File: src/design/masked_byte_pattern_search_unit_assert.svh
// Assertion macros shared by the masked byte pattern search unit.
// Used by mbps_fifo and mbps_back; relies on clk and rst_n in the including module.
`ifndef MASKED_BYTE_PATTERN_SEARCH_UNIT_ASSERT_SVH
`define MASKED_BYTE_PATTERN_SEARCH_UNIT_ASSERT_SVH
`ifndef SYNTHESIS
// antecedent holds -> consequent holds in the same cycle
`define MBPS_ASSERT_IMPLIES(lbl, ante, cons, msg) \
  lbl: assert property (@(posedge clk) disable iff (!rst_n) (ante) |-> (cons)) else $error(msg);
// antecedent holds -> consequent holds in the next cycle
`define MBPS_ASSERT_NEXT(lbl, ante, cons, msg) \
  lbl: assert property (@(posedge clk) disable iff (!rst_n) (ante) |=> (cons)) else $error(msg);
// condition must never be seen
`define MBPS_ASSERT_NEVER(lbl, cond, msg) \
  lbl: assert property (@(posedge clk) disable iff (!rst_n) !(cond)) else $error(msg);
`else
`define MBPS_ASSERT_IMPLIES(lbl, ante, cons, msg)
`define MBPS_ASSERT_NEXT(lbl, ante, cons, msg)
`define MBPS_ASSERT_NEVER(lbl, cond, msg)
`endif
`endif

File: src/design/mbps_pkg.sv
// Shared types and constants of the masked byte pattern search unit.
// No dependencies; imported by mbps_front, mbps_back and the top level.
package mbps_pkg;

  // default sizes
  localparam int MAX_PATTERN_DEF = 64;
  localparam int OFFSET_BITS_DEF = 32;
  localparam int IN_DEPTH_DEF    = 2;
  localparam int RES_DEPTH_DEF   = 4;

  // fixed field widths
  localparam int IDX_W  = 6;
  localparam int BYTE_W = 8;
  localparam int LEN_W  = 7;
  localparam int MOFS_W = 32;

  // item opcode
  typedef enum logic [0:0] {
    OP_LOAD = 1'b0,
    OP_SCAN = 1'b1
  } op_t;

  // classified item held in the front queue
  typedef struct packed {
    op_t               kind;
    logic              idx_ok;
    logic [IDX_W-1:0]  idx;
    logic [BYTE_W-1:0] value;
    logic [BYTE_W-1:0] mask;
    logic [BYTE_W-1:0] data;
    logic              last;
  } item_t;

  // head of the front queue as seen by the back end
  typedef struct packed {
    logic  valid;
    item_t item;
  } fe_req_t;

  // one search result
  typedef struct packed {
    logic              found;
    logic [MOFS_W-1:0] offset;
  } res_t;

  localparam int ITEM_W = $bits(item_t);
  localparam int RES_W  = $bits(res_t);

endpackage

File: src/design/mbps_fifo.sv
// Small first-word-fall-through queue used for items and results.
// Depends on masked_byte_pattern_search_unit_assert.svh for its checks.
`include "masked_byte_pattern_search_unit_assert.svh"
module mbps_fifo #(
  parameter int WIDTH = 8,
  parameter int DEPTH = 2
) (
  input  logic                       clk,
  input  logic                       rst_n,
  input  logic                       push,
  input  logic [WIDTH-1:0]           wr_data,
  input  logic                       pop,
  output logic [WIDTH-1:0]           rd_data,
  output logic                       full,
  output logic                       empty,
  output logic [$clog2(DEPTH+1)-1:0] level
);

  localparam int PW = (DEPTH > 1) ? $clog2(DEPTH) : 1;
  localparam int LW = $clog2(DEPTH + 1);

  logic [WIDTH-1:0] mem_r [DEPTH];
  logic [PW-1:0]    wr_ptr_r, wr_ptr_nxt;
  logic [PW-1:0]    rd_ptr_r, rd_ptr_nxt;
  logic [LW-1:0]    cnt_r, cnt_nxt;

  // status
  assign full    = (cnt_r == LW'(DEPTH));
  assign empty   = (cnt_r == '0);
  assign level   = cnt_r;
  assign rd_data = mem_r[rd_ptr_r];

  // pointer and fill count update
  always_comb begin
    wr_ptr_nxt = wr_ptr_r;
    rd_ptr_nxt = rd_ptr_r;
    if (push) begin
      wr_ptr_nxt = (wr_ptr_r == PW'(DEPTH - 1)) ? '0 : wr_ptr_r + 1'b1;
    end
    if (pop) begin
      rd_ptr_nxt = (rd_ptr_r == PW'(DEPTH - 1)) ? '0 : rd_ptr_r + 1'b1;
    end
    cnt_nxt = cnt_r + LW'(push) - LW'(pop);
  end

  always_ff @(posedge clk) begin
    if (!rst_n) begin
      wr_ptr_r <= '0;
      rd_ptr_r <= '0;
      cnt_r    <= '0;
    end else begin
      wr_ptr_r <= wr_ptr_nxt;
      rd_ptr_r <= rd_ptr_nxt;
      cnt_r    <= cnt_nxt;
    end
  end

  // storage, no reset
  always_ff @(posedge clk) begin
    if (push) begin
      mem_r[wr_ptr_r] <= wr_data;
    end
  end

  `MBPS_ASSERT_NEVER(a_no_overflow, push && full, "queue written while full")
  `MBPS_ASSERT_NEVER(a_no_underflow, pop && empty, "queue read while empty")
  `MBPS_ASSERT_NEXT(a_cnt_up, push && !pop, cnt_r == $past(cnt_r) + 1'b1, "fill count lost an item")

endmodule

File: src/design/mbps_front.sv
// Front end: takes items from the input channel, decodes them and queues them.
// Depends on mbps_pkg and mbps_fifo.
module mbps_front import mbps_pkg::*; #(
  parameter int MAX_PATTERN = MAX_PATTERN_DEF,
  parameter int DEPTH       = IN_DEPTH_DEF
) (
  input  logic              clk,
  input  logic              rst_n,
  input  logic              in_push,
  output logic              in_full,
  input  logic              in_op,
  input  logic [IDX_W-1:0]  in_entry_index,
  input  logic [BYTE_W-1:0] in_entry_value,
  input  logic [BYTE_W-1:0] in_entry_mask,
  input  logic [BYTE_W-1:0] in_data_byte,
  input  logic              in_last,
  output fe_req_t           fe,
  input  logic              fe_pop
);

  item_t                       item;
  logic [ITEM_W-1:0]           q_rd;
  logic                        q_empty;
  logic [$clog2(DEPTH+1)-1:0]  q_level;

  // classify: loads check the index against the store, scans keep the byte
  always_comb begin
    item        = '0;
    item.kind   = op_t'(in_op);
    item.idx    = in_entry_index;
    item.value  = in_entry_value;
    item.mask   = in_entry_mask;
    item.data   = in_data_byte;
    item.last   = in_last;
    case (op_t'(in_op))
      OP_LOAD: item.idx_ok = (int'(in_entry_index) < MAX_PATTERN);
      OP_SCAN: item.idx_ok = 1'b0;
      default: item.idx_ok = 1'b0;
    endcase
  end

  mbps_fifo #(
    .WIDTH(ITEM_W),
    .DEPTH(DEPTH)
  ) u_q (
    .clk    (clk),
    .rst_n  (rst_n),
    .push   (in_push && !in_full),
    .wr_data(item),
    .pop    (fe_pop),
    .rd_data(q_rd),
    .full   (in_full),
    .empty  (q_empty),
    .level  (q_level)
  );

  // head of queue; level kept visible for the empty flag only
  always_comb begin
    fe.item  = item_t'(q_rd);
    fe.valid = !q_empty && (q_level != '0);
  end

endmodule

File: config.mk
export PLATFORM = sky130hd
export DESIGN_NAME = mbps_front
export DESIGN_NICKNAME = d
export VERILOG_FILES = /design/src/design/mbps_pkg.sv /design/src/design/mbps_fifo.sv /design/src/design/mbps_front.sv
export VERILOG_INCLUDE_DIRS = /design/src /design/src/design
export SDC_FILE = /design/constraint.sdc
export NUM_CORES = 1
export LEC_CHECK = 0
export ABC_AREA = 1
export BUFFER_PORTS_ARGS = -buffer_cell sky130_fd_sc_hd__buf_4
export CORE_UTILIZATION = 52
export CTS_CLUSTER_SIZE = 25
export DETAILED_ROUTE_END_ITERATION = 10
export GPL_TIMING_DRIVEN = 0
export PLACE_DENSITY_LB_ADDON = 0.15
export RECOVER_POWER = 100
export SLEW_MARGIN = 0
export SYNTH_ARGS = -nofsm -noshare
export SYNTH_HDL_FRONTEND = slang
export SYNTH_SLANG_ARGS = --single-unit
File: constraint.sdc
create_clock -name clk -period 3 [get_ports clk]
set_input_delay 0.15 -clock clk [delete_from_list [all_inputs] [get_ports clk]]
set_output_delay 0.15 -clock clk [all_outputs]
set_load 0.05 [all_outputs]
After elaboration in Yosys (flattened, before gate mapping):

Memory sizes are Yosys's and may differ from the RTL's. A register that Yosys moved wholly into a read port is not among the register bits.
Index checks and enable logic that the tools add are counted.

* bits in writable memories: 66
* memories: 1
* bits of input ports: 36
* register bits after elaboration: 4
* output and inout port bits: 35
* logic and storage cells: 23

Memories
* u_q.mem_r: words 2, width 33, read ports 1, clocked after Yosys merged registers in 1, wr ports 1, line mbps_fifo.sv:22 `logic [WIDTH-1:0] mem_r [DEPTH];`

* add/sub/neg operators: 4
* equal/unequal tests: 1
* bitwise gates (word level): 1
* reduce and logical (&&, ||, !) cells: 6
* mux-type cells: 7

Operators by type and width (count)
* $mux 1: 6
* $add 1x1->1 const B: 2
* $add 2x1->2: 1
* $eq 2x2->1 const B: 1
* $logic_and 1x1->1: 2
* $logic_not 1->1: 2
* $logic_not 2->1: 1
* $pmux 1 s2: 1
* $reduce_bool 2->1: 1
* $sub 2x1->2: 1
* $not 1->1: 1

Logic depth before layout (Yosys ltp):

Gate-level depths: netlist of the first run.

* depth in word-level cells: 5
* depth in mapped cells: 11
* depth with buffers taken out: 11

Cells and area by module:

From an unflattened synthesis of the first run, not the netlist that was laid out.

* cell total of the unflattened synthesis: 141
* area, all modules: 2781.4 um^2

By module, submodules not included
* mbps_fifo: seq. area each 2082.0 um^2, instances 1, area each 2762.6 um^2, cells each 136
* mbps_front: seq. area each 0.0 um^2, instances 1, area each 18.8 um^2, cells each 5

Least setup slack after synthesis of the first run:

Ideal clock, no wire load.

* path type: flip-flop to flip-flop
* from: reg u_q.cnt_r[0], in the netlist u_q.level[0]
* to: mem u_q.mem_r[0][0] in the netlist's numbering, enable pin
* arrival time: 1930 ps
* clock period less this slack: 2353 ps
* setup slack: 647 ps
* cell stages (with the launch flop): 5
* data required time: 2577 ps
* library setup time: 423 ps
* path through: dfxtp_1 inv_1 nand2_1 nand2_1 nor2_1

* cells in the longest elaborated chain, start to end: 5

RTL lines
* from (decl): line mbps_fifo.sv:25 `logic [LW-1:0] cnt_r, cnt_nxt;`
* from (signal assigned): line mbps_fifo.sv:54 `cnt_r <= cnt_nxt;`
* $eq 2x2->1: line mbps_fifo.sv:28 `assign full = (cnt_r == LW'(DEPTH));`
* $logic_not 1->1: line mbps_front.sv:48 `.push (in_push && !in_full),`
* $logic_and 1x1->1: line mbps_front.sv:48
* $mux 1: line mbps_fifo.sv:60 `if (push) begin`
* $mux 1 (not written as such): line mbps_fifo.sv:61 `mem_r[wr_ptr_r] <= wr_data;`
* to (decl): line mbps_fifo.sv:22

No other way between the ends.

Worst setup path in the final report of the first run:

* from: reg u_q.cnt_r[0], in the netlist u_q.level[0]
* to: mem u_q.mem_r[0][30] in the netlist's numbering, enable pin

The elaborated chain is that of the path after synthesis.

==> reports/qor.csv, run 1 <==
stage,metric,value,unit
synth,synth_compound_area_share,0.361,%
layout,drive_gt1_share,30.7,%
synth,avgSynthCellArea,20.0,µm²
global_routing,grt_pass1_wl,6560,µm
synth,synth_top_family_by_area,multiplexers,
setup_path,critPathCaptureType,flip-flop,
global_routing,grt_use_total,16.9,%
synth,synth_edf_count,66,
cts,cts_buffers,9,
timing,min_period_over_period,76.3,%
status,violations,"max-capacitance violations, max-slew violations",
synth,synth_seq_cells,71,
synth,yosysSeqAreaShare,75.0,%
synth,yosys_warnings,0,
layout,instances_no_fill,324,
min_path,worstHoldEndpoint,u_q.mem_r[0][2],
global_routing,met2_usage,31.7,%
synth,synthTopCellsByCount,"66 x edfxtp_1, 30 x mux2_4, 10 x nand2_1",
drt,vias_per_cell,4.81,
global_routing,use_met3,4.95,%
cts,cts.path.max_buffers,2,
setup_path,regToRegSetupSlack,0.71,ns
synth,synth.distinct_cells,12,
layout,synthToLayoutAreaGrowth,31.6,%
die,dieHeight,75.1,µm
setup_path,reg2reg_depth,4,
placed_design,dpl-instance-area,0.00340,mm²
cts,cts-root-buf,clkbuf_8,
layout,finish.net_count,287,
power_and_ir_drop,p_leak,1.41,nW
global_routing,grt_use_met1,16.2,%
power_and_ir_drop,p_sw_share,28.7,%
layout,antenna_cells,0,
cts,cts.sinks,71,
setup_path,r2r_start,u_q.level[0],
synth,synth_area_leader_cell,edfxtp_1,
timing,min_period,2.29,ns
synth,synth-simple-area-share,2.52,%
power_and_ir_drop,power_switching,0.685,mW
die,initial_utilization,54.0,%
setup_path,start_kind,flip-flop,
setup_path,crit_arrival,2.21,ns
setup_path,worstSetupPathType,flip-flop to flip-flop,
synth,synth_area_leaders,"edfxtp_1 71%, mux2_4 16%, dfxtp_1 3.6%",
synth,synth_top_area_share,71.4,%
timing,slew_violations,34,
cts,cts_max_level,3,
timing,setup_tns,0,ns
drt,drtPass1Iterations,4,
placed_design,place_congestion,0.647,
setup_path,reg2reg_to,u_q.mem_r[0][30],
setup_path,cp_max_fo,33,
power_and_ir_drop,intPower,1.70,mW
drt,drc,0,
die,core-area,0.00514,mm²
timing,max_freq,437,MHz
timing,clock_skew,0.0102,ns
drt,first_iter_violations,59,
power_and_ir_drop,p_comb_share,21.9,%
cts,clk_latency,0.33,ns
drt,vias,1559,
drt,postRouteAntennaNets,0,
drt,routed_wl,4560,µm
die,rows,26,
timing,setup_violations,0,
global_routing,grt_overflow,0,
die,die_area,0.00564,mm²
timing,hold_viol,0,
setup_path,critPathRequiredTime,2.92,ns
power_and_ir_drop,power.share.sequential,50.6,%
placed_design,placed_cells,279,
drt,wl_per_cell,14.1,µm
global_routing,antenna_found_initial,0,
synth,synthFlopType,edfxtp_1,
power_and_ir_drop,ir_drop,0.467,mV
global_routing,grt_pass1_vias,1520,
cts,clkSlewWorstSetupHoldPaths,0.06,ns
cts,cts_tree,done,
power_and_ir_drop,power_density,653,mW/mm²
synth,synth_fp_nets,177,
synth,synth_adder_area_share,0.901,%
synth,syn-cell-area,0.00278,mm²
global_routing,grt.busiest_layer,met2,
timing,worst_hold_slack,0.0267,ns
placed_design,port_buffers,70,
synth,async_flop_share,0,%
status,status,"finished, violations left",
min_path,min_path_type,input port to flip-flop,
global_routing,grt_max_degree,34,
run,drv_cap,1,
power_and_ir_drop,power_frac_clock,27.5,%
die,die_w,75.1,µm
synth,synth_mux_area_share,17.4,%
min_path,holdPathStages,1,
placed_design,hpwlAfterDp,2850,µm
timing,relSlewSlack,-13.9,%
placed_design,pre_cts_slack,1.01,ns
synth,syn_inst,139,
synth,synth_xor_area_share,0,%
power_and_ir_drop,power.total,2.39,mW
timing,worstMarginPinSlew,1.71,ns
timing,rsz0062_at_grt,no,
die,ios,71,
synth,yosysMostFrequentCell,edfxtp_1,
timing,setup_ws,0.711,ns
layout,final_core_util,71.1,%
min_path,hold_start,in_data_byte[1],
layout,stdcell_area,0.00365,mm²
sequential cells by signal, summed over array words and instances, names as in the netlist, named ones only:
register	cells
u_q.mem_r	66
u_q.rd_ptr_r	1
u_q.wr_ptr_r	1
u_q.level	2
critical path: stages, from the launching register on:
cell and delay, ns:
dfxtp_1 0.34, inv_1 0.06, nand2_1 0.11, nand2_1 0.10
nor2_2 1.26
power by group through the flow:
stage	combinational (mW)	clock (mW)	sequential (mW)
after global placement	0.553	0	1.23
after global routing	0.559	0.717	1.21
after detailed placement	0.566	0	1.23
final	0.524	0.656	1.21
after floorplan	0.408	0	1.22
after CTS	0.585	0.660	1.21
cell type report:
| type | count | area, µm² |
|---|---|---|
| well taps | 70 | 87.6 |
| clock inverters | 1 | 5.00 |
| flip-flops and latches | 71 | 2080 |
| clock buffers | 15 | 166 |
| fillers | 384 | 1490 |
| multi-input cells | 55 | 490 |
| plain buffers | 4 | 15.0 |
| repair buffers | 99 | 774 |
| inverters | 9 | 33.8 |
cell families after synthesis:
| logic type | after synthesis |
|---|---|
| muxes | 33 |
| DFF | 71 |
| and+or+nand+nor | 18 |
| adders and majority gates | 2 |
| buffers and inverters | 13 |
| AOI/OAI and AO/OA | 2 |
worst max-delay path by stage:
stage	from	endpoint	slack (ns)	cells after the start
global placement	u_q.level[0]	u_q.mem_r[0][13]	0.02	4
detailed placement	u_q.level[0]	u_q.mem_r[1][18]	1.01	4
finish	u_q.level[0]	u_q.mem_r[0][30]	0.71	4
global route	u_q.level[0]	u_q.mem_r[0][16]	0.54	4
floorplan	u_q.level[0]	u_q.mem_r[0][0]	0.65	4
CTS	u_q.level[0]	u_q.mem_r[1][11]	1.0	4
repair_timing:
item	in CTS	in global routing
gates resized for setup	0	0
buffers inserted	0	0
hold endpoints to repair	28	22
hold buffers	17	12
cell usage in the layout, fill, tap and decap left out, types with 3 or more instances in the layout:
cell type | netlist | routed
dlygate4sd3_1 | 0 | 29
inv_1 | 9 | 9
mux2_1 | 0 | 27
dfxtp_1 | 5 | 5
clkbuf_4 | 0 | 25
clkbuf_8 | 0 | 11
nor2_1 | 6 | 5
buf_4 | 0 | 34
edfxtp_1 | 66 | 66
mux2_2 | 3 | 3
clkbuf_1 | 0 | 19
mux2_4 | 30 | 3
nand2_1 | 10 | 10
routing by layer:
metal  wire (µm)  up-vias
met4          97        0
met3         234       12
li1            -      741
met2        2480       60
met5           0        -
met1        1750      746
(Power assumes the default switching activity.)
==> run 2, diff against run 1 <==
--- a/config.mk
+++ b/config.mk
@@ -8,7 +8,7 @@
 export LEC_CHECK = 0
 export ABC_AREA = 1
 export BUFFER_PORTS_ARGS = -buffer_cell sky130_fd_sc_hd__buf_4
-export CORE_UTILIZATION = 52
+export CORE_UTILIZATION = 47
 export CTS_CLUSTER_SIZE = 25
 export DETAILED_ROUTE_END_ITERATION = 10
 export GPL_TIMING_DRIVEN = 0
==> constraint.sdc (replaced) <==
create_clock -name clk -period 2 [get_ports clk]
set_input_delay 0.1 -clock clk [delete_from_list [all_inputs] [get_ports clk]]
set_output_delay 0.1 -clock clk [all_outputs]
set_load 0.05 [all_outputs]
==> run 2 against run 1 <==
Net effect:
- the run now ends clean
- clock-buffer cell count decreased by 2
- wire length decreased by 1.1%
- clock power increased by 49%
- sequential power increased by 50%
- register-to-register slack got worse by 0.49 ns
- critical path type is now flip-flop to output pin
- critical endpoint is now fe[28]
- highest routed layer unchanged
==> reports/qor.csv, run 2 (synthesis results as in run 1) <==
stage,metric,value,unit
status,status,finished clean,
min_path,min_path_type,input port to flip-flop,
setup_path,crit_arrival,1.76,ns
setup_path,cpPeakStageDelay,0.40,ns
drt,wl_per_cell,13.7,µm
die,initial_utilization,49.5,%
timing,min_period_over_period,93.0,%
die,die_area,0.00622,mm²
cts,cts_tree,done,
global_routing,antenna_found_initial,0,
setup_path,cp_max_fo,10,
timing,clock_skew,0.00672,ns
setup_path,worst-path-buf-inv,3,
layout,antenna_cells,0,
layout,instances_no_fill,330,
setup_path,critPathCaptureType,output pin,
timing,setup_violations,0,
placed_design,place_congestion,0.620,
layout,finish.net_count,291,
global_routing,grt.busiest_layer,met2,
setup_path,start_kind,flip-flop,
cts,cts_buffers,9,
layout,mostFrequentLayoutCells,"66 x edfxtp_1, 52 x clkbuf_4, 33 x dlygate4sd3_1, 30 x mux2_4, 11 x clkbuf_8",
layout,largest_register_ff_count,66,
timing,max_freq,538,MHz
setup_path,r2r_start,u_q.level[0],
timing,min_period,1.86,ns
cts,clk_latency,0.32,ns
power_and_ir_drop,power.total,3.66,mW
global_routing,grt_pass1_wl,7150,µm
timing,relSlewSlack,35.9,%
drt,drc,0,
power_and_ir_drop,p_leak,1.55,nW
power_and_ir_drop,ir_drop,0.638,mV
timing,hold_viol,0,
drt,vias_per_cell,4.63,
placed_design,hpwlAfterDp,2800,µm
placed_design,port_buffers,70,
timing,slew_violations,0,
timing,worstMarginPinSlew,0.960,ns
cts,cts.sinks,71,
cts,cts_setup_buffers,0,
die,dieHeight,78.9,µm
drt,routed_wl,4510,µm
setup_path,critical_path.cell_chain,"clkbuf_1, buf_12, mux2_4, clkbuf_4",
die,rows,27,
global_routing,grt_use_total,15.6,%
drt,postRouteAntennaNets,0,
setup_path,crit_family,buffers and inverters,
min_path,hold_start,fe_pop,
power_and_ir_drop,power_density,944,mW/mm²
global_routing,use_met3,3.45,%
setup_path,critPathRequiredTime,1.90,ns
layout,regMostFlops,u_q.mem_r,
cts,cts_max_level,3,
global_routing,grt_overflow,0,
layout,synthToLayoutAreaGrowth,39.6,%
drt,drtPass1Iterations,4,
cts,cts-root-buf,clkbuf_8,
die,ios,71,
global_routing,met2_usage,29.3,%
layout,stdcell_area,0.00387,mm²
drt,vias,1529,
setup_path,worstSetupPathType,flip-flop to output pin,
drt,first_iter_violations,37,
run,drv_cap,0,
layout,layout_commonest_cell,edfxtp_1,
cts,clkSlewWorstSetupHoldPaths,0.06,ns
cts,cts.path.max_buffers,2,
timing,rsz0062_at_grt,no,
die,core-area,0.00561,mm²
global_routing,grt_pass1_vias,1621,
placed_design,dpl-instance-area,0.00340,mm²
global_routing,grt_max_degree,34,
die,die_w,78.9,µm
layout,final_core_util,69.1,%
global_routing,grt_use_met1,16.5,%
layout,drive_gt1_share,45.0,%
setup_path,slowest_stage,clkbuf_1,
placed_design,placed_cells,281,
[run 2: cell count changes in the layout (fill, tap and decap cells not counted), sizes merged]
cell and delta:
clkinvlp +2, clkinv +1, clkbuf +19, dlygate4sd3 +4, inv -1, buf -21
[run 2: timing repair]
action                                  CTS  global route
hold buffers                             33             0
endpoints found under the setup margin   10             0
resized for setup                         1             0
hold endpoints to repair                 65             0
[run 2: final timing paths]
path,endpoint,slack (ns),cells after the start
max,fe[28],0.14,4
min,u_q.rd_ptr_r,0.05,3
max reg2reg,u_q.mem_r[0][25],0.22,4
min reg2reg,u_q.rd_ptr_r,0.51,2
[run 2: report_power, final]
part | switching, mW | internal [mW]
Combinational | 0.536 | 0.330
Sequential | 0.0365 | 1.78
Clock | 0.463 | 0.515
[run 2: per-layer routing]
layer | wire (µm) | vias to the layer above
met3 | 187 | 4
li1 | - | 747
met2 | 2460 | 45
met5 | 0 | -
met1 | 1810 | 733
met4 | 45 | 0
[run 2: layout make-up]
type / instances / area (µm²)
Sequential cell: 71 / 2080
Fill cell: 417 / 1730
Multi-Input combinational cell: 55 / 597
Tap cell: 72 / 90.1
Inverter: 9 / 37.5
Buffer: 4 / 63.8
Clock inverter: 3 / 17.5
Clock buffer: 13 / 159
Timing Repair Buffer: 103 / 828
[run 2: through the flow]
step	worst slack [ns]	TNS, ns	hold slack, ns
2_1_floorplan	0.189	0	0.193
3_3_place_gp	-0.233	-7.65	0.285
3_5_place_dp	0.0171	0	0.288
4_1_cts	0.182	0	0.0247
6_report	0.140	0	0.0500
5_1_grt	0.0381	0	0.0384
[run 2: worst register-to-register path, cell delays in order (launching register included)]
cell     delay (ns)
dfxtp_1        0.34
inv_1          0.06
nand2_1        0.12
nand2_1        0.12
nor2_4         0.74
