[src/design/masked_byte_pattern_search_unit_assert.svh]
// Assertion macros shared by the masked byte pattern search unit.
// Used by mbps_fifo and mbps_back; relies on clk and rst_n in the including module.
`ifndef MASKED_BYTE_PATTERN_SEARCH_UNIT_ASSERT_SVH
`define MASKED_BYTE_PATTERN_SEARCH_UNIT_ASSERT_SVH
`ifndef SYNTHESIS
// antecedent holds -> consequent holds in the same cycle
`define MBPS_ASSERT_IMPLIES(lbl, ante, cons, msg) \
  lbl: assert property (@(posedge clk) disable iff (!rst_n) (ante) |-> (cons)) else $error(msg);
// antecedent holds -> consequent holds in the next cycle
`define MBPS_ASSERT_NEXT(lbl, ante, cons, msg) \
  lbl: assert property (@(posedge clk) disable iff (!rst_n) (ante) |=> (cons)) else $error(msg);
// condition must never be seen
`define MBPS_ASSERT_NEVER(lbl, cond, msg) \
  lbl: assert property (@(posedge clk) disable iff (!rst_n) !(cond)) else $error(msg);
`else
`define MBPS_ASSERT_IMPLIES(lbl, ante, cons, msg)
`define MBPS_ASSERT_NEXT(lbl, ante, cons, msg)
`define MBPS_ASSERT_NEVER(lbl, cond, msg)
`endif
`endif

[src/design/mbps_fifo.sv]
// Small first-word-fall-through queue used for items and results.
// Depends on masked_byte_pattern_search_unit_assert.svh for its checks.
`include "masked_byte_pattern_search_unit_assert.svh"
module mbps_fifo #(
  parameter int WIDTH = 8,
  parameter int DEPTH = 2
) (
  input  logic                       clk,
  input  logic                       rst_n,
  input  logic                       push,
  input  logic [WIDTH-1:0]           wr_data,
  input  logic                       pop,
  output logic [WIDTH-1:0]           rd_data,
  output logic                       full,
  output logic                       empty,
  output logic [$clog2(DEPTH+1)-1:0] level
);

  localparam int PW = (DEPTH > 1) ? $clog2(DEPTH) : 1;
  localparam int LW = $clog2(DEPTH + 1);

  logic [WIDTH-1:0] mem_r [DEPTH];
  logic [PW-1:0]    wr_ptr_r, wr_ptr_nxt;
  logic [PW-1:0]    rd_ptr_r, rd_ptr_nxt;
  logic [LW-1:0]    cnt_r, cnt_nxt;

  // status
  assign full    = (cnt_r == LW'(DEPTH));
  assign empty   = (cnt_r == '0);
  assign level   = cnt_r;
  assign rd_data = mem_r[rd_ptr_r];

  // pointer and fill count update
  always_comb begin
    wr_ptr_nxt = wr_ptr_r;
    rd_ptr_nxt = rd_ptr_r;
    if (push) begin
      wr_ptr_nxt = (wr_ptr_r == PW'(DEPTH - 1)) ? '0 : wr_ptr_r + 1'b1;
    end
    if (pop) begin
      rd_ptr_nxt = (rd_ptr_r == PW'(DEPTH - 1)) ? '0 : rd_ptr_r + 1'b1;
    end
    cnt_nxt = cnt_r + LW'(push) - LW'(pop);
  end

  always_ff @(posedge clk) begin
    if (!rst_n) begin
      wr_ptr_r <= '0;
      rd_ptr_r <= '0;
      cnt_r    <= '0;
    end else begin
      wr_ptr_r <= wr_ptr_nxt;
      rd_ptr_r <= rd_ptr_nxt;
      cnt_r    <= cnt_nxt;
    end
  end

  // storage, no reset
  always_ff @(posedge clk) begin
    if (push) begin
      mem_r[wr_ptr_r] <= wr_data;
    end
  end

  `MBPS_ASSERT_NEVER(a_no_overflow, push && full, "queue written while full")
  `MBPS_ASSERT_NEVER(a_no_underflow, pop && empty, "queue read while empty")
  `MBPS_ASSERT_NEXT(a_cnt_up, push && !pop, cnt_r == $past(cnt_r) + 1'b1, "fill count lost an item")

endmodule

[config.mk]
export PLATFORM = sky130hd
export DESIGN_NAME = mbps_fifo
export DESIGN_NICKNAME = d
export VERILOG_FILES = /design/src/design/mbps_fifo.sv
export VERILOG_INCLUDE_DIRS = /design/src /design/src/design
export SDC_FILE = /design/constraint.sdc
export NUM_CORES = 1
export LEC_CHECK = 0
export BUFFER_PORTS_ARGS = -buffer_cell sky130_fd_sc_hd__buf_4
export CAP_MARGIN = 20
export CORE_ASPECT_RATIO = 1.2
export CORE_UTILIZATION = 48
export CTS_CLUSTER_SIZE = 40
export DETAILED_ROUTE_END_ITERATION = 10
export GPL_TIMING_DRIVEN = 0
export HOLD_SLACK_MARGIN = 0.06
export PLACE_DENSITY = 0.75
export SETUP_SLACK_MARGIN = 0.4
export SYNTH_ARGS = -nofsm -noshare
export SYNTH_HDL_FRONTEND = slang
export SYNTH_SLANG_ARGS = --single-unit
export TNS_END_PERCENT = 1
[constraint.sdc]
create_clock -name clk -period 1.9 [get_ports clk]
set_clock_uncertainty 0.2 [all_clocks]
set_input_delay 0.57 -clock clk [delete_from_list [all_inputs] [get_ports clk]]
set_output_delay 0.57 -clock clk [all_outputs]
set_load 0.02 [all_outputs]
### After elaboration in Yosys (flattened, before gate mapping)

Memory sizes are Yosys's and may differ from the RTL's. A register that Yosys moved wholly into a read port is not among the register bits.
Index checks and enable logic that the tools add are counted.

| word-level totals | value |
|---|---|
| RAM bits | 16 |
| bits in latches | 0 |
| bits in registers | 4 |
| bits in read-only memories | 0 |
| memories | 1 |
| word-level logic and storage cells | 16 |
| input port bits | 12 |

| operators by class | value |
|---|---|
| div/mod/pow operators | 0 |
| bitwise operators | 0 |
| $mul | 0 |
| magnitude comparators | 0 |
| $add $sub $neg | 4 |
| muxes and demuxes | 6 |
| shifts and indexed selects | 0 |
| reductions and logical operators | 1 |
| eq/ne operators | 1 |

Memory list:

| name | words | bits a word | rd ports | clocked after memory_dff | wr ports | RTL line | source |
|---|---|---|---|---|---|---|---|
| mem_r | 2 | 8 | 1 | 1 | 1 | mbps_fifo.sv:22 | `logic [WIDTH-1:0] mem_r [DEPTH];` |

Operators by type and width:

| operator | count |
|---|---|
| 2-to-1 mux 1 bit | 6 |
| adder 1 bit, second input constant | 2 |
| adder 2 x 1 -> 2 bit | 1 |
| equality test 2 bit, second input constant | 1 |
| logical NOT 2 bit | 1 |
| subtractor 2 x 1 -> 2 bit | 1 |

### Logic depth before layout (Yosys ltp)

Gate-level depths: netlist (run 1).

| depth | value |
|---|---|
| depth after elaboration | 4 |
| gate-level depth with buffers | 6 |

### Least setup slack after synthesis (run 1)

No wires, ideal clock.

| timing | value |
|---|---|
| kind | input port to flip-flop |
| start point | in pop |
| end point | reg cnt_r[1] (netlist: level[1]) |
| setup slack | 171 ps |
| stages | 5 |
| buffers on the path | 0 |
| required time | 1635 ps |
| arrival | 1464 ps |
| path through | ha_1 -> inv_1 -> ha_1 -> xnor3_1 -> nor2b_1 |

| on the way | value |
|---|---|
| longest elaborated chain between the ends | 1 |

Ends and longest elaborated chain:

| what | RTL line | source |
|---|---|---|
| start: declaration | mbps_fifo.sv:12 | `input logic pop,` |
| subtractor 2 x 1 -> 2 bit | mbps_fifo.sv:43 | `cnt_nxt = cnt_r + LW'(push) - LW'(pop);` |
| end signal: assignment | mbps_fifo.sv:54 | `cnt_r <= cnt_nxt;` |
| end: declaration | mbps_fifo.sv:25 | `logic [LW-1:0] cnt_r, cnt_nxt;` |

Every way passes these cells.
A chain may end at the register's enable or synchronous reset.

==> results of run 1 <==
through the flow:
stage | power, mW | area, um^2 | TNS (ps)
after global routing | 1.10 | 1160 | -999
final | 1.06 | 1160 | -661
after floorplan | 0.702 | 838 | 0
after detailed placement | 0.801 | 1030 | 0
after global placement | 0.789 | 1030 | 0
after CTS | 1.06 | 1150 | -749
final cells by class:
cell class / count / share of cell area
inverter: 2 / 0.00863
tap: 17 / 0.0183
sequential: 21 / 0.508
clock buffer: 4 / 0.0227
multi-input combinational: 22 / 0.242
timing repair buffer: 23 / 0.188
buffer: 1 / 0.0129
registers in the layout (all words and copies together) (netlist names), named ones only:
| register | flops |
|---|---|
| level | 2 |
| mem_r | 16 |
| wr_ptr_r | 1 |
| rd_ptr_r | 1 |
final timing paths:
| check | endpoint | slack, ps | cells after the start |
|---|---|---|---|
| min reg2reg | rd_ptr_r | 400 | 2 |
| min | mem_r[0][6] | 240 | 1 |
| max | rd_data[4] | -80 | 3 |
| max reg2reg | level[1] | 420 | 6 |
layout by cell type, fill, tap and decap left out:
cell type	n
xor2_1	1
buf_4	11
dfxtp_4	2
buf_6	12
edfxtp_1	16
inv_2	1
buf_8	1
o21a_1	1
nor2_4	1
inv_4	1
nor2b_1	2
nor2b_2	1
dfxtp_2	1
nor2b_4	1
and2_1	4
dfxtp_1	2
clkbuf_1	1
ha_4	2
mux2_4	8
xnor3_1	1
clkbuf_4	3
repair_timing:
item | in CTS | in global routing
endpoints found under the setup margin | 13 | 13
buffers inserted | 0 | 0
pin swaps | 1 | 3
resized for setup | 25 | 3
power by group through the flow:
stage | registers, mW | clock network (mW) | logic, mW
2_1_floorplan | 0.565 | 0 | 0.137
3_3_place_gp | 0.554 | 0 | 0.235
3_5_place_dp | 0.558 | 0 | 0.243
4_1_cts | 0.562 | 0.210 | 0.290
5_1_grt | 0.568 | 0.219 | 0.311
6_report | 0.563 | 0.204 | 0.295
kinds of logic (layout without fill, tap and decap cells):
group,count (synthesis),in the layout,share of synthesized area
flip-flops,21,21,0.725
AND/OR/NAND/NOR,9,9,0.0672
multiplexers,8,8,0.113
buffers and inverters,3,30,0.0156
adder cells (fa/ha/maj),2,2,0.0312
XOR/XNOR,2,2,0.0391
AO/OA/AOI/OAI,1,1,0.00938
routing by layer:
metal | share of wire | routed length (um) | GRT usage
met1 | 0.34 | 410 | 0.140
met2 | 0.60 | 723 | 0.290
met3 | 0.049 | 59 | 0.0474
met4 | 0.014 | 17 | 0.103
met5 | 0 | 0 | 0
==> results.py, run 1 <==
metrics = {
    "clock_tree": {
        "clk_pin_slew_worst_paths_ps": 110,
        "cts_tree": "yes",
        "htree_levels": 1,
        "clock-sinks": 21,
        "clk_path_buf_depth": 2,
        "root_buffer": "clkbuf_4",
        "clock_latency_ps": 300,
        "hold_buffers": 0,
        "cts_made_buffers": 3,
    },
    "synthesis": {
        "synth_top_area_frac": 0.600,
        "synth_area_um2": 801,
        "postSynth.asyncResetShare": 0,
        "synth_cells": 46,
        "yosysMostFrequentCell": "edfxtp_1",
        "synth.distinct_cells": 12,
        "synth.avg_cell_area_um2": 17.4,
        "ys_ff_latch": 21,
        "synth_edf_count": 16,
        "synth_commonest_cells": "edfxtp_1, mux2_2, dfxtp_1",
        "yosysSeqAreaShare": 0.725,
        "yosysWarnings": 0,
        "yosys-top-cells-area": "edfxtp_1, dfxtp_1, mux2_2, and2_1, ha_1",
        "synth_top_flop_cell": "edfxtp_1",
        "syn-num-nets": 60,
        "synth_area_leader_cell": "edfxtp_1",
    },
    "power_and_ir_drop": {
        "p_sw_mw": 0.275,
        "clockPowerShare": 0.192,
        "p_leak_nw": 0.472,
        "power_density_nw_per_um2": 916,
        "irDropWorstVdd_mv": 0.674,
        "comb_power_share": 0.278,
        "internal-power_mw": 0.787,
        "switching_share": 0.259,
        "sequentialPowerShare": 0.530,
    },
    "detailed_routing": {
        "route.detailed.drc": 0,
        "drt-vias-per-instance": 4.82,
        "routedWlPerCell_um": 13.5,
        "vias": 434,
        "routed_wl_mm": 1.21,
        "drt_first_pass_iters": 3,
        "drtAntennaViolNets": 0,
        "drtIter0Drc": 2,
    },
    "floorplan": {
        "design.core.area_um2": 1500,
        "die_area_um2": 1840,
        "ios": 24,
        "dieHeight_um": 46.7,
        "start_util": 0.533,
        "rows": 15,
        "die_x_um": 39.3,
    },
    "place": {
        "gp_congestion": 0.646,
        "placed_cells": 86,
        "port_buffers": 23,
        "hpwl_um": 888,
        "place_worst_setup_slack_ps": 104,
    },
    "timing": {
        "setup_viol": 8,
        "min_period_ps": 1980,
        "max_freq_mhz": 504,
        "hold_viol_final": 0,
        "slew_headroom": 0.712,
        "rsz0062_at_grt": "yes",
        "hold_ws_ps": 244,
        "tightestPinTransition_ps": 430,
        "finalCritPeriodShare": 1.04,
        "layout_setup_ws_ps": -84.7,
        "slew_violations": 0,
    },
    "worst_hold_path": {
        "hp-start": "wr_data[6]",
        "holdCritPathClass": "in -> reg",
    },
    "global_routing": {
        "antenna_found_initial": 0,
        "grt_max_degree": 12,
        "grt_pass1_vias": 432,
        "grt_pass1_wl_mm": 1.77,
        "grt-ovfl-total": 0,
        "gr-usage-all-layers": 0.156,
    },
    "status": {
        "status": "finished, violations left",
        "violations": "setup timing",
    },
    "setup_path": {
        "crit_buf_inv": 2,
        "required_ps": 1130,
        "path_max_fanout": 8,
        "crit_arrival_ps": 1210,
        "start_kind": "flop",
        "setup.worst_path.end_class": "primary output",
        "slowest_stage": "dfxtp_2",
        "r2r-start": "level[0]",
        "crit_chain": "buf_8 -> mux2_4 -> buf_6",
        "path_class": "reg -> out",
        "critical_path.top_delay_family": "flip-flops",
        "slowest_delay_ps": 340,
    },
    "final_layout": {
        "final_util": 0.773,
        "final_net_count": 88,
        "drive_above_1_share": 0.616,
        "layout.cells.non_filler": 90,
        "n_antenna_cell": 0,
        "multi_input_area_um2": 280,
        "area.sequential_um2": 589,
        "syn_to_final_growth_pct": 44.8,
        "fillers": 91,
    },
    "run": {
        "cap_violations": 0,
    },
}
Power figures use the tool's default switching activity.
==> inputs of run 2 (changes only) <==
- BUFFER_PORTS_ARGS: -buffer_cell sky130_fd_sc_hd__buf_4 -> unset
- CORE_ASPECT_RATIO: 1.2 -> unset
- CORE_UTILIZATION: 48 -> 55
- DONT_BUFFER_PORTS: unset -> 1
- PLACE_DENSITY: 0.75 -> 0.7
==> results.py, run 2 (same netlist as run 1, synthesis figures left out) <==
metrics = {
    "status": {
        "status": "complete, no violations",
    },
    "run": {
        "cap_violations": 0,
    },
    "final_layout": {
        "fillers": 84,
        "final_cell_mix": "edfxtp_1, mux2_4, and2_1",
        "drive_above_1_share": 0.440,
        "syn_to_final_growth_pct": 16.7,
        "largest_reg_flops": 16,
        "regMostFlops": "mem_r",
        "n_antenna_cell": 0,
        "final_net_count": 65,
        "layout_commonest_cell": "edfxtp_1",
    },
    "floorplan": {
        "design.core.area_um2": 1330,
        "die_area_um2": 1610,
        "dieHeight_um": 40.2,
        "ios": 24,
        "die_x_um": 40.2,
        "start_util": 0.600,
        "rows": 13,
    },
    "power_and_ir_drop": {
        "p_leak_nw": 0.345,
        "sequentialPowerShare": 0.606,
        "internal-power_mw": 0.702,
        "power_density_nw_per_um2": 1010,
        "clockPowerShare": 0.210,
        "finalPower_mw": 0.942,
        "p_sw_mw": 0.240,
        "irDropWorstVdd_mv": 0.643,
        "comb_power_share": 0.184,
        "switching_share": 0.255,
    },
    "clock_tree": {
        "cts_made_buffers": 3,
        "clock-sinks": 21,
        "clock_latency_ps": 290,
        "clk_pin_slew_worst_paths_ps": 100,
        "post-cts-setup-buffer-count": 0,
        "clk_path_buf_depth": 2,
        "htree_levels": 1,
        "root_buffer": "clkbuf_4",
        "cts_tree": "yes",
    },
    "setup_path": {
        "crit_arrival_ps": 1120,
        "start_kind": "flop",
        "r2r_slack_ps": 440,
        "setup.worst_path.end_class": "primary output",
        "path_max_fanout": 8,
        "required_ps": 1130,
        "path_class": "reg -> out",
    },
    "place": {
        "gp_congestion": 0.497,
        "place_worst_setup_slack_ps": 273,
        "hpwl_um": 826,
        "port_buffers": 0,
    },
    "timing": {
        "finalCritPeriodShare": 0.995,
        "hold_viol_final": 0,
        "max_freq_mhz": 529,
        "slew_headroom": 0.698,
        "layout_setup_ws_ps": 9.19,
        "tightestPinTransition_ps": 451,
        "setup_viol": 0,
        "min_period_ps": 1890,
        "rsz0062_at_grt": "yes",
        "slew_violations": 0,
    },
    "global_routing": {
        "grt_pass1_vias": 383,
        "grt_pass1_wl_mm": 1.56,
        "grt_max_degree": 12,
        "antenna_found_initial": 0,
        "grt-ovfl-total": 0,
        "gr-usage-all-layers": 0.162,
    },
    "detailed_routing": {
        "drtAntennaViolNets": 0,
        "route.detailed.drc": 0,
        "routed_wl_mm": 1.13,
        "routedWlPerCell_um": 17.4,
        "drtIter0Drc": 5,
        "drt_first_pass_iters": 2,
        "drt-vias-per-instance": 5.65,
        "vias": 367,
    },
    "worst_hold_path": {
        "holdCritPathClass": "in -> reg",
    },
}
run 2: worst paths after layout:
path                                  from          end  cells past startpoint
worst min-delay path            wr_data[5]  mem_r[0][5]                      0
worst max register to register    level[0]     level[1]                      6
worst max-delay path                  flop   rd_data[7]                      2
worst min register to register    rd_ptr_r         flop                      2
run 2: timing repair:
item                                    4_1_cts  5_1_grt
gates resized for setup                       4       11
hold buffers                                  0        0
endpoints found under the setup margin       14       14
pin swaps                                     0        2
run 2: area by class of cell:
type / count / area [um^2] / share of cell area
tap: 15 / 18.8 / 0.0201
sequential: 21 / 589 / 0.631
multi-input combinational: 22 / 275 / 0.295
clock buffer: 4 / 26.3 / 0.0281
inverter: 2 / 10.0 / 0.0107
buffer: 1 / 15.0 / 0.0161
run 2: power by group through the flow:
stage | logic, mW | clock network [mW] | registers [mW]
floorplan | 0.137 | 0 | 0.565
global placement | 0.145 | 0 | 0.568
detailed placement | 0.153 | 0 | 0.570
CTS | 0.160 | 0.198 | 0.563
global route | 0.184 | 0.223 | 0.574
finish | 0.173 | 0.198 | 0.571
run 2: metrics by stage:
step | hold slack, ps | setup TNS (ps) | cells | instance area (um^2) | util
2_1_floorplan | 355 | 0 | 46 | 838 | -
3_3_place_gp | 366 | 0 | 61 | 857 | 0.643
3_5_place_dp | 408 | 0 | 61 | 857 | 0.643
4_1_cts | 166 | 0 | 65 | 897 | 0.673
5_1_grt | 141 | -233 | 65 | 935 | 0.701
6_report | 167 | 0 | 65 | 935 | 0.701
run 2: worst max-delay path, stage by stage (launching register included):
cell and delay, ps:
dfxtp_2 340, buf_8 140, mux2_4 350
run 2: routing by layer:
| metal | up-vias | GRT usage | part of all wire |
|---|---|---|---|
| met1 | 182 | 0.152 | 0.33 |
| met2 | 12 | 0.306 | 0.62 |
| met5 | - | 0 | 0 |
| met3 | 2 | 0.0389 | 0.048 |
| li1 | 171 | - | - |
| met4 | 0 | 0.103 | 0.0035 |
==> inputs of run 3 (changes only) <==
- CAP_MARGIN: 20 -> 10
- PLACE_DENSITY: 0.7 -> 0.8
==> results.py, run 3 (same netlist as run 1, synthesis figures left out) <==
metrics = {
    "status": {
        "status": "complete, no violations",
    },
    "setup_path": {
        "path_max_fanout": 8,
        "setup.worst_path.end_class": "primary output",
        "crit_arrival_ps": 1120,
        "crit_path_end": "rd_data[7]",
        "path_class": "reg -> out",
        "r2r_slack_ps": 400,
        "r2r-end": "level[1]",
        "r2r_cells": 6,
        "required_ps": 1130,
        "slowest_stage": "dfxtp_2",
        "crit_chain": "buf_8 -> mux2_4",
        "r2r-start": "level[0]",
        "start_kind": "flop",
        "slowest_delay_ps": 350,
    },
    "clock_tree": {
        "cts_tree": "yes",
        "htree_levels": 1,
        "post-cts-setup-buffer-count": 0,
        "clk_pin_slew_worst_paths_ps": 110,
        "clk_path_buf_depth": 2,
        "root_buffer": "clkbuf_4",
        "clock_latency_ps": 290,
        "cts_made_buffers": 3,
        "clock-sinks": 21,
    },
    "power_and_ir_drop": {
        "power_density_nw_per_um2": 1020,
        "irDropWorstVdd_mv": 0.560,
        "finalPower_mw": 0.966,
        "p_leak_nw": 0.349,
    },
    "final_layout": {
        "layout_commonest_cell": "edfxtp_1",
        "final_util": 0.707,
        "final_net_count": 65,
        "drive_above_1_share": 0.460,
        "largest_reg_flops": 16,
        "stdcell_area_um2": 943,
        "n_antenna_cell": 0,
        "regMostFlops": "mem_r",
        "final_cell_mix": "edfxtp_1, mux2_4, and2_1",
        "syn_to_final_growth_pct": 17.8,
        "layout.cells.non_filler": 65,
    },
    "floorplan": {
        "design.core.area_um2": 1330,
        "start_util": 0.600,
        "dieHeight_um": 40.2,
        "ios": 24,
        "die_area_um2": 1610,
        "rows": 13,
        "die_x_um": 40.2,
    },
    "timing": {
        "rsz0062_at_grt": "yes",
        "min_period_ps": 1890,
        "hold_viol_final": 0,
        "finalCritPeriodShare": 0.996,
        "slew_violations": 0,
        "setup_viol": 0,
        "tightestPinTransition_ps": 455,
        "max_freq_mhz": 528,
        "slew_headroom": 0.695,
    },
    "detailed_routing": {
        "routedWlPerCell_um": 20.2,
        "route.detailed.drc": 0,
        "vias": 379,
        "routed_wl_mm": 1.31,
        "drt-vias-per-instance": 5.83,
        "drtIter0Drc": 5,
        "drtAntennaViolNets": 0,
        "drt_first_pass_iters": 4,
    },
    "global_routing": {
        "grt_pass1_vias": 385,
        "grt-ovfl-total": 0,
        "grt_max_degree": 13,
        "antenna_found_initial": 0,
        "gr-usage-all-layers": 0.171,
        "grt_pass1_wl_mm": 1.70,
    },
    "place": {
        "gp_congestion": 0.615,
        "hpwl_um": 939,
        "place_area_um2": 857,
        "placed_cells": 61,
        "port_buffers": 0,
    },
    "run": {
        "cap_violations": 0,
    },
    "worst_hold_path": {
        "holdCritPathClass": "in -> reg",
    },
}
## run 3: changes by cell type in the layout (fill, tap and decap cells not counted)
cell	previous run	this run
nor2_4	0	1
inv_4	1	2
inv_2	1	0
nor2_2	1	0
clkbuf_1	1	0
clkinv_2	0	1
## run 3: metal layers
metal  global-route usage  share of wire  up-vias
met5                    0              0        -
met4               0.0776          0.016        0
met3               0.0444          0.063        5
met2                0.339           0.59       14
met1                0.156           0.33      187
li1                     -              -      173
## run 3: area by class of cell
class / instances / area, um^2
flip-flops and latches: 21 / 589
clock inverters: 1 / 5.00
multi-input cells: 22 / 280
inverters: 2 / 12.5
fillers: 88 / 390
well taps: 15 / 18.8
clock buffers: 3 / 22.5
plain buffers: 1 / 15.0
## run 3: worst min-delay path by stage
stage,from,slack (ps),to,cells past startpoint
4_1_cts,wr_data[0],160,mem_r[1][0],0
3_3_place_gp,rd_ptr_r,370,rd_ptr_r,2
6_report,wr_data[0],170,mem_r[0][0],0
5_1_grt,wr_data[6],140,mem_r[1][6],0
3_5_place_dp,rd_ptr_r,400,rd_ptr_r,2
2_1_floorplan,rd_ptr_r,350,flop,2
## run 3: timing repair
action	in CTS	in global routing
pin swaps	0	3
endpoints found under the setup margin	14	14
hold buffers	0	0
resized for setup	4	13
## run 3: stage by stage
step / setup slack [ps] / TNS [ps] / hold slack [ps]
finish: 7.53 / 0 / 166
global route: -34.5 / -244 / 144
CTS: 1.85 / 0 / 165
detailed placement: 264 / 0 / 399
global placement: 302 / 0 / 367
floorplan: 328 / 0 / 355
## run 3: critical path, delay by kind of cell (launching register included)
family | cells | cell delay, ps
muxes | 1 | 350
buffers and inverters | 1 | 140
DFF | 1 | 350
## run 3: report_power, final
part | switching [mW] | internal (mW)
Sequential | 0.0427 | 0.534
Combinational | 0.0919 | 0.0925
Clock | 0.126 | 0.0781
Total | 0.261 | 0.705
